==> config.mk <==
export PLATFORM = sky130hd
export DESIGN_NAME = quoted_token_splitter
export DESIGN_NICKNAME = d
export VERILOG_FILES = /design/src/rtl/core/qts_pkg.sv /design/src/rtl/core/qts_scan.sv /design/src/rtl/core/qts_out_reg.sv /design/src/rtl/core/quoted_token_splitter.sv
export SDC_FILE = /design/constraint.sdc
export NUM_CORES = 1
export LEC_CHECK = 0
export BUFFER_PORTS_ARGS = -buffer_cell sky130_fd_sc_hd__buf_2
export CAP_MARGIN = 20
export CORE_UTILIZATION = 55
export CTS_BUF_LIST = sky130_fd_sc_hd__clkbuf_16
export CTS_CLUSTER_DIAMETER = 100
export CTS_CLUSTER_SIZE = 8
export DETAILED_ROUTE_END_ITERATION = 7
export GPL_TIMING_DRIVEN = 0
export PLACE_DENSITY = 0.8
export SLEW_MARGIN = 40
export SYNTH_ARGS = -nofsm -noshare
export SYNTH_HDL_FRONTEND = slang
export SYNTH_SLANG_ARGS = --single-unit
export TNS_END_PERCENT = 100
==> constraint.sdc <==
create_clock -name i_clk -period 7.44 [get_ports i_clk]
set_input_delay 1.488 -clock i_clk [delete_from_list [all_inputs] [get_ports i_clk]]
set_output_delay 1.488 -clock i_clk [all_outputs]
set_load 0.01 [all_outputs]
==> src/rtl/core/qts_pkg.sv <==
// Shared types, character codes and helpers for the quoted token splitter.
`timescale 1ns / 1ps

package qts_pkg;

    localparam logic [7:0] CH_NUL     = 8'h00;
    localparam logic [7:0] CH_NEWLINE = 8'h0A;
    localparam logic [7:0] CH_QUOTE   = 8'h22;
    localparam logic [7:0] CH_COMMA   = 8'h2C;
    localparam logic [7:0] CH_EQUALS  = 8'h3D;
    localparam logic [7:0] CH_SPACE   = 8'h20;
    localparam logic [7:0] CH_TAB     = 8'h09;
    localparam logic [7:0] CH_CR      = 8'h0D;

    localparam logic [1:0] SEP_NONE   = 2'd0;
    localparam logic [1:0] SEP_COMMA  = 2'd1;
    localparam logic [1:0] SEP_EQUALS = 2'd2;

    typedef enum logic [1:0] {
        MODE_WS    = 2'd0,
        MODE_PLAIN = 2'd1,
        MODE_QUOTE = 2'd2,
        MODE_SEP   = 2'd3
    } t_scan_mode;

    typedef struct packed {
        logic [7:0] char_code;
        logic       last_char;
    } t_in_item;

    typedef struct packed {
        logic       byte_valid;
        logic [7:0] token_byte;
        logic       token_done;
        logic [1:0] separator_kind;
        logic       line_done;
        logic       line_ok;
    } t_out_item;

    function automatic logic is_blank(input logic [7:0] c);
        return (c == CH_SPACE) || ((c >= CH_TAB) && (c <= CH_CR));
    endfunction

    function automatic logic [1:0] sep_code(input logic [7:0] c);
        logic [1:0] s;
        s = SEP_NONE;
        if (c == CH_COMMA) begin
            s = SEP_COMMA;
        end else if (c == CH_EQUALS) begin
            s = SEP_EQUALS;
        end
        return s;
    endfunction

endpackage

==> src/rtl/core/qts_scan.sv <==
// Tokenizer state machine: scan mode, line-finished flag and per-byte result.
`timescale 1ns / 1ps

module qts_scan (
    input  logic                 i_clk,
    input  logic                 i_rst_n,
    input  logic                 i_step,
    input  qts_pkg::t_in_item    i_item,
    output qts_pkg::t_out_item   o_result
);

    qts_pkg::t_scan_mode r_mode, n_mode;
    logic                r_fin, n_fin;

    always_ff @(posedge i_clk) begin
        if (!i_rst_n) begin
            r_mode <= qts_pkg::MODE_WS;
            r_fin  <= 1'b0;
        end else if (i_step) begin
            r_mode <= n_mode;
            r_fin  <= n_fin;
        end
    end

    always_comb begin
        logic [7:0] c;
        logic       last;
        logic [1:0] s;
        logic       err;
        logic       end_line;

        c        = i_item.char_code;
        last     = i_item.last_char;
        s        = qts_pkg::sep_code(c);
        err      = 1'b0;
        end_line = 1'b0;
        n_mode   = r_mode;
        n_fin    = r_fin;
        o_result = '0;

        if (r_fin) begin
            // drop bytes until the line's last one
            if (last) begin
                n_fin  = 1'b0;
                n_mode = qts_pkg::MODE_WS;
            end
        end else begin
            if ((c == qts_pkg::CH_NUL) || (c == qts_pkg::CH_NEWLINE)) begin
                end_line = 1'b1;
            end else begin
                case (r_mode)
                    qts_pkg::MODE_WS: begin
                        if (!qts_pkg::is_blank(c)) begin
                            if (s != qts_pkg::SEP_NONE) begin
                                err = 1'b1;
                            end else if (c == qts_pkg::CH_QUOTE) begin
                                n_mode = qts_pkg::MODE_QUOTE;
                            end else begin
                                n_mode              = qts_pkg::MODE_PLAIN;
                                o_result.byte_valid = 1'b1;
                                o_result.token_byte = c;
                            end
                        end
                    end
                    qts_pkg::MODE_PLAIN: begin
                        if (c == qts_pkg::CH_QUOTE) begin
                            err = 1'b1;
                        end else if (s != qts_pkg::SEP_NONE) begin
                            o_result.token_done     = 1'b1;
                            o_result.separator_kind = s;
                            n_mode                  = qts_pkg::MODE_WS;
                        end else if (qts_pkg::is_blank(c)) begin
                            n_mode = qts_pkg::MODE_SEP;
                        end else begin
                            o_result.byte_valid = 1'b1;
                            o_result.token_byte = c;
                        end
                    end
                    qts_pkg::MODE_QUOTE: begin
                        if (c == qts_pkg::CH_QUOTE) begin
                            n_mode = qts_pkg::MODE_SEP;
                        end else begin
                            o_result.byte_valid = 1'b1;
                            o_result.token_byte = c;
                        end
                    end
                    default: begin
                        if (s != qts_pkg::SEP_NONE) begin
                            o_result.token_done     = 1'b1;
                            o_result.separator_kind = s;
                            n_mode                  = qts_pkg::MODE_WS;
                        end else if (!qts_pkg::is_blank(c)) begin
                            err = 1'b1;
                        end
                    end
                endcase
                if (!err && last) begin
                    end_line = 1'b1;
                end
            end

            if (err) begin
                o_result.line_done = 1'b1;
                o_result.line_ok   = 1'b0;
            end else if (end_line) begin
                // close any open token against the mode just reached
                o_result.line_done = 1'b1;
                case (n_mode)
                    qts_pkg::MODE_PLAIN, qts_pkg::MODE_SEP: begin
                        o_result.token_done     = 1'b1;
                        o_result.separator_kind = qts_pkg::SEP_NONE;
                        o_result.line_ok        = 1'b1;
                    end
                    qts_pkg::MODE_QUOTE: begin
                        o_result.line_ok = 1'b0;
                    end
                    default: begin
                        o_result.line_ok = 1'b1;
                    end
                endcase
            end

            if (o_result.line_done) begin
                n_mode = qts_pkg::MODE_WS;
                n_fin  = !last;
            end
        end
    end

endmodule

==> src/rtl/core/qts_out_reg.sv <==
// Result register holding one result until its transfer completes.
`timescale 1ns / 1ps

module qts_out_reg (
    input  logic                 i_clk,
    input  logic                 i_rst_n,
    input  logic                 i_load,
    input  qts_pkg::t_out_item   i_result,
    input  logic                 i_stall,
    output logic                 o_free,
    output logic                 o_valid,
    output qts_pkg::t_out_item   o_item
);

    logic               r_valid;
    qts_pkg::t_out_item r_item;

    // space when empty or when the held result leaves this cycle
    assign o_free = !r_valid || !i_stall;

    always_ff @(posedge i_clk) begin
        if (!i_rst_n) begin
            r_valid <= 1'b0;
        end else if (o_free) begin
            r_valid <= i_load;
        end
    end

    always_ff @(posedge i_clk) begin
        if (i_load && o_free) begin
            r_item <= i_result;
        end
    end

    assign o_valid = r_valid;
    assign o_item  = r_item;

endmodule

==> src/rtl/core/quoted_token_splitter.sv <==
// Quoted token splitter: input register, tokenizer and result register.
// A byte's transfer is taken into the input register; its result is then
// registered in the result register, which offers it. Throughput: one byte
// per cycle while the output flows; both stages advance together.
// Reset (synchronous, active low) empties both stages and returns the
// tokenizer to whitespace mode with a fresh line.
`timescale 1ns / 1ps

module quoted_token_splitter (
    input  logic                 i_clk,
    input  logic                 i_rst_n,
    input  logic                 i_valid,
    output logic                 o_stall,
    input  qts_pkg::t_in_item    i_item,
    output logic                 o_valid,
    input  logic                 i_stall,
    output qts_pkg::t_out_item   o_item
);

    logic               r_in_valid;
    qts_pkg::t_in_item  r_in_item;
    logic               out_free;
    logic               step;
    qts_pkg::t_out_item scan_result;

    assign step    = r_in_valid && out_free;
    assign o_stall = r_in_valid && !out_free;

    always_ff @(posedge i_clk) begin
        if (!i_rst_n) begin
            r_in_valid <= 1'b0;
        end else if (!o_stall) begin
            r_in_valid <= i_valid;
        end
    end

    always_ff @(posedge i_clk) begin
        if (i_valid && !o_stall) begin
            r_in_item <= i_item;
        end
    end

    qts_scan u_scan (
        .i_clk    (i_clk),
        .i_rst_n  (i_rst_n),
        .i_step   (step),
        .i_item   (r_in_item),
        .o_result (scan_result)
    );

    qts_out_reg u_out (
        .i_clk    (i_clk),
        .i_rst_n  (i_rst_n),
        .i_load   (step),
        .i_result (scan_result),
        .i_stall  (i_stall),
        .o_free   (out_free),
        .o_valid  (o_valid),
        .o_item   (o_item)
    );

    a_stall_only_when_full: assert property (@(posedge i_clk) disable iff (!i_rst_n)
        o_stall |-> (r_in_valid && o_valid && i_stall))
        else $error("input stalled without a blocked result");

    a_step_fills_output: assert property (@(posedge i_clk) disable iff (!i_rst_n)
        step |=> o_valid)
        else $error("processed byte did not reach the result register");

    a_ok_needs_done: assert property (@(posedge i_clk) disable iff (!i_rst_n)
        (o_valid && o_item.line_ok) |-> o_item.line_done)
        else $error("line_ok without line_done");

    a_sep_needs_token: assert property (@(posedge i_clk) disable iff (!i_rst_n)
        (o_valid && (o_item.separator_kind != qts_pkg::SEP_NONE)) |-> o_item.token_done)
        else $error("separator reported without a completed token");

endmodule
Word level (Yosys, flattened, before mapping):

Index checks and enable logic that the tools add are counted.

* flip-flop bits (word level): 28
* input port bits: 13
* output and inout port bits: 16
* word-level logic and storage cells: 95

* magnitude comparators: 2
* eq/ne operators: 11
* multiplexer cells: 48
* reductions and logical operators: 22

Operators by type and width (count)
* $mux 9: 5
* $mux 2: 17
* $eq 8x6->1 const B: 4
* $pmux 9 s3: 1
* $mux 1: 16
* $mux 12: 1
* $mux 3: 4
* $eq 8x4->1 const B: 1
* $ge 8x4->1 const B: 1
* $le 8x4->1 const B: 1
* $logic_not 8->1: 1
* $eq 2x2->1 const B: 3
* $logic_and 1x1->1: 6
* $logic_not 1->1: 6
* $pmux 2 s3: 1
* $pmux 3 s2: 1
* $reduce_or 2->1: 3
* $mux 5: 1
* $eq 2x1->1 const B: 2
* $logic_or 1x1->1: 3
* $pmux 1 s3: 1
* $logic_not 2->1: 1
* $ne 2x2->1 const B: 1
* $reduce_and 2->1: 1
* $reduce_bool 2->1: 1

Logic depth before layout (Yosys ltp):

* depth in word-level cells: 19
* mapped depth: 7
* depth with buffers taken out: 6

Cells and area by module:

A second synthesis with hierarchy kept.

* cells, all modules: 120
* area total of the unflattened synthesis: 1366.3 µm²

By module, submodules not included
* qts_scan: instances 1, cells an instance 87, area an instance 580.6 µm², seq. area each 60.1 µm²
* qts_out_reg: instances 1, cells an instance 19, area an instance 461.7 µm², seq. area each 440.4 µm²
* quoted_token_splitter: instances 1, cells an instance 14, area an instance 324.1 µm², seq. area each 290.3 µm²

Least setup slack after synthesis:

Ideal clock, no wire load.

* path kind: input -> register
* start point: input port i_stall
* end point: register u_scan.r_mode[1]
* arrival time: 3.331 ns
* setup slack: 3.992 ns
* stages: 3
* cell sequence: a21boi_0 > a21boi_0 > a32o_1

* word-level cells in the longest chain between the ends: 4

RTL lines
* start, declared: RTL line quoted_token_splitter.sv:16 `input logic i_stall,`
* $logic_not 1->1: RTL line qts_out_reg.sv:19 `assign o_free = !r_valid || !i_stall;`
* $logic_or 1x1->1: RTL line qts_out_reg.sv:19
* $logic_and 1x1->1: RTL line quoted_token_splitter.sv:26 `assign step = r_in_valid && out_free;`
* $reduce_and 2->1 (no source line)
* end signal, assigned: RTL line qts_scan.sv:17 `r_mode <= qts_pkg::MODE_WS;`
* end signal, assigned: RTL line qts_scan.sv:20 `r_mode <= n_mode;`
* end, declared: RTL line qts_scan.sv:12 `qts_pkg::t_scan_mode r_mode, n_mode;`

Every way passes these cells.
A chain may end at the register's enable or synchronous reset.

Worst setup path after layout:

* start point: input port i_stall
* end point: output port o_stall

* word-level cells in the longest chain between the ends: 4

RTL lines
* $logic_not 1->1: RTL line qts_out_reg.sv:19
* $logic_or 1x1->1: RTL line qts_out_reg.sv:19
* $logic_not 1->1: RTL line quoted_token_splitter.sv:27 `assign o_stall = r_in_valid && !out_free;`
* $logic_and 1x1->1: RTL line quoted_token_splitter.sv:27
* end, declared: RTL line quoted_token_splitter.sv:13 `output logic o_stall,`

Every way passes these cells.

==> results.json <==
{
  "status": "finished clean",
  "worst_pin_slew_ps": 864,
  "ctsResizeCount": 0,
  "wl_mm": 2.87,
  "vias": 1174,
  "drt_iter0_markers": 53,
  "synth_area_um2": 1410,
  "rsz0062_at_grt": "false",
  "grt_overflow": 0,
  "synth_xor_xnor_area_share_pct": 1.24,
  "tritoncts": "yes",
  "p_leak_nw": 0.639,
  "ant_nets": 0,
  "clock_path_buffers": 2,
  "hold_depth": 2,
  "start_util_pct": 60.8,
  "cp.required_ps": 5950,
  "fin_crit_sh_pct": 46.2,
  "fillCellCount": 174,
  "synth_ff_type": "edfxtp_1",
  "clk_pin_slew_ps": 60,
  "ys_ff_latch": 28,
  "synthCells": 125,
  "clk_latency_ps": 260,
  "crit_path_end_kind": "output port",
  "layout_commonest_cell": "buf_2",
  "synth.yosys.warnings": 0,
  "cts_sinks": 28,
  "cts-root-buf": "clkbuf_16",
  "startpoint_type": "input port",
  "coreArea_um2": 2320,
  "synth_top_family_by_area": "simple AND/OR/NAND/NOR gates",
  "critPathArrivalTime_ps": 1950,
  "ctsHoldBuffers": 0,
  "antenna_found_initial": 0,
  "fmax_mhz": 291,
  "layout_common_cells": "buf_2 (33), edfxtp_1 (23), nor2_1 (11)",
  "rr_worst_depth": 7,
  "layout-drive-gt1-share_pct": 30.4,
  "grt_max_degree": 16,
  "grt_pass1_vias": 1163,
  "critPathMaxFanout": 3,
  "async_flop_share_pct": 0,
  "synth-simple-area-share_pct": 23.0,
  "multi_input_area_um2": 563,
  "vias_per_cell": 6.31,
  "yosys.area.top_type": "edfxtp_1",
  "holdCritPathClass": "reg -> reg",
  "cts_made_buffers": 3,
  "fin_crit_ps": 3440,
  "setup_viol": 0,
  "die_area_um2": 2770,
  "syn_avg_cell_area_um2": 11.3,
  "synth_edf_count": 23,
  "synthMuxAreaShare_pct": 0,
  "routabilityCongestion": 0.908,
  "die_w_um": 52.6,
  "pre_cts_ws_ps": 4000,
  "setup_slack_ps": 4000,
  "synth_fa_ha_area_share_pct": 0,
  "max_cap_viol_count": 0,
  "drtPass1Iterations": 5,
  "fin_tns_setup_ps": 0,
  "htreeDepth": 1,
  "ys_seq_area_share_pct": 56.1,
  "grt_use_total_pct": 25.4,
  "yosysUniqueCellTypes": 44,
  "peakVddDrop_uv": 179,
  "netlist_top_cells_area": "edfxtp_1 (49%), dfxtp_1 (7.1%), nor2_1 (2.9%), nand2_1 (2.7%), and2_1 (2.2%)",
  "hold_viol_final": 0,
  "hpwl_mm": 2.02,
  "die_h_um": 52.6,
  "layout.nets": 172,
  "cts_setup_buffers": 0,
  "fin_skew_ps": 1.63,
  "ios": 29,
  "grt_first_pass_wirelength_mm": 4.96,
  "n_antenna_cell": 0,
  "io_buffers": 28,
  "seq_area_um2": 791,
  "drv_slew": 0,
  "relSlewSlack_pct": 41.9,
  "synth_nets": 138,
  "rows": 17,
  "cellPowerDensity_nw_per_um2": 203,
  "worstSetupPathType": "in -> out",
  "synthDominantCellAreaShare_pct": 49.0,
  "synth-compound-area-share_pct": 15.5,
  "area_growth_pct": 18.8,
  "drcViolationCount": 0,
  "wl_per_cell_um": 15.4
}
==> report_power, final <==
part,leakage (nW),total (mW),internal [mW],switching [mW]
combinational,0.337,0.0384,0.0159,0.0225
clock,0.0423,0.120,0.0720,0.0484
sequential,0.260,0.181,0.178,0.00293
total,0.639,0.340,0.266,0.0739
==> final timing paths <==
kind	start	to	slack, ps
worst max register to register	r_in_item[4]	u_out.o_item[9]	4740
worst min register to register	r_in_valid	u_out.o_valid	520
worst min-delay path	r_in_valid	u_out.o_valid	520
worst max-delay path	i_stall	o_stall	4000
==> worst max-delay path, cell delays in order <==
cell	delay (ps)
buf_2	120
and3_1	200
buf_2	140
==> cells by family after synthesis <==
logic type,count (synthesis)
AOI/OAI and AO/OA,27
DFF,28
xor gates and xnor gates,2
buffers and inverters,12
and+or+nand+nor,56
==> stage by stage <==
step                      utilization (%)  hold WS, ps  std cells  power, mW  instance area, um2
after detailed placement             68.8          504        182      0.222                1600
final                                72.2          520        186      0.340                1670
after global placement               68.3          488        181      0.219                1580
after floorplan                         -          466        125      0.209                1410
after global routing                 72.2          603        186      0.351                1670
after CTS                            72.2          522        186      0.341                1670
==> registers in the layout, summed over array words and instances, names as in the netlist <==
register       flops
u_scan.r_fin       1
u_out.o_valid      1
r_in_valid         1
u_out.o_item      14
u_scan.r_mode      2
r_in_item          9
==> cells in the mapped netlist, types with 3 or more instances <==
library cell and instances:
and2_1 5, and3_1 4, nor4_1 5, buf_2 5, dfxtp_1 5, inv_1 4
nand2_1 10, edfxtp_1 23, nor2_1 11, or3_1 3, nor2b_1 3, a21oi_1 4
==> routing by layer <==
metal	share of wire, %	GRT usage [%]	vias up
li1	-	-	544
met1	36	27.0	532
met2	50	44.7	81
met3	8.9	4.64	17
met4	4.6	17.5	0
met5	0	0	-
==> layout make-up <==
cell class	instances	share of cell area, %
Timing Repair Buffer	29	8.82
Sequential cell	28	47.2
Clock inverter	1	0.224
Inverter	4	0.897
Multi-Input combinational cell	85	33.6
Buffer	8	2.62
Clock buffer	3	4.48
Tap cell	28	2.09
Note: power is estimated with default switching activity, not from simulation.
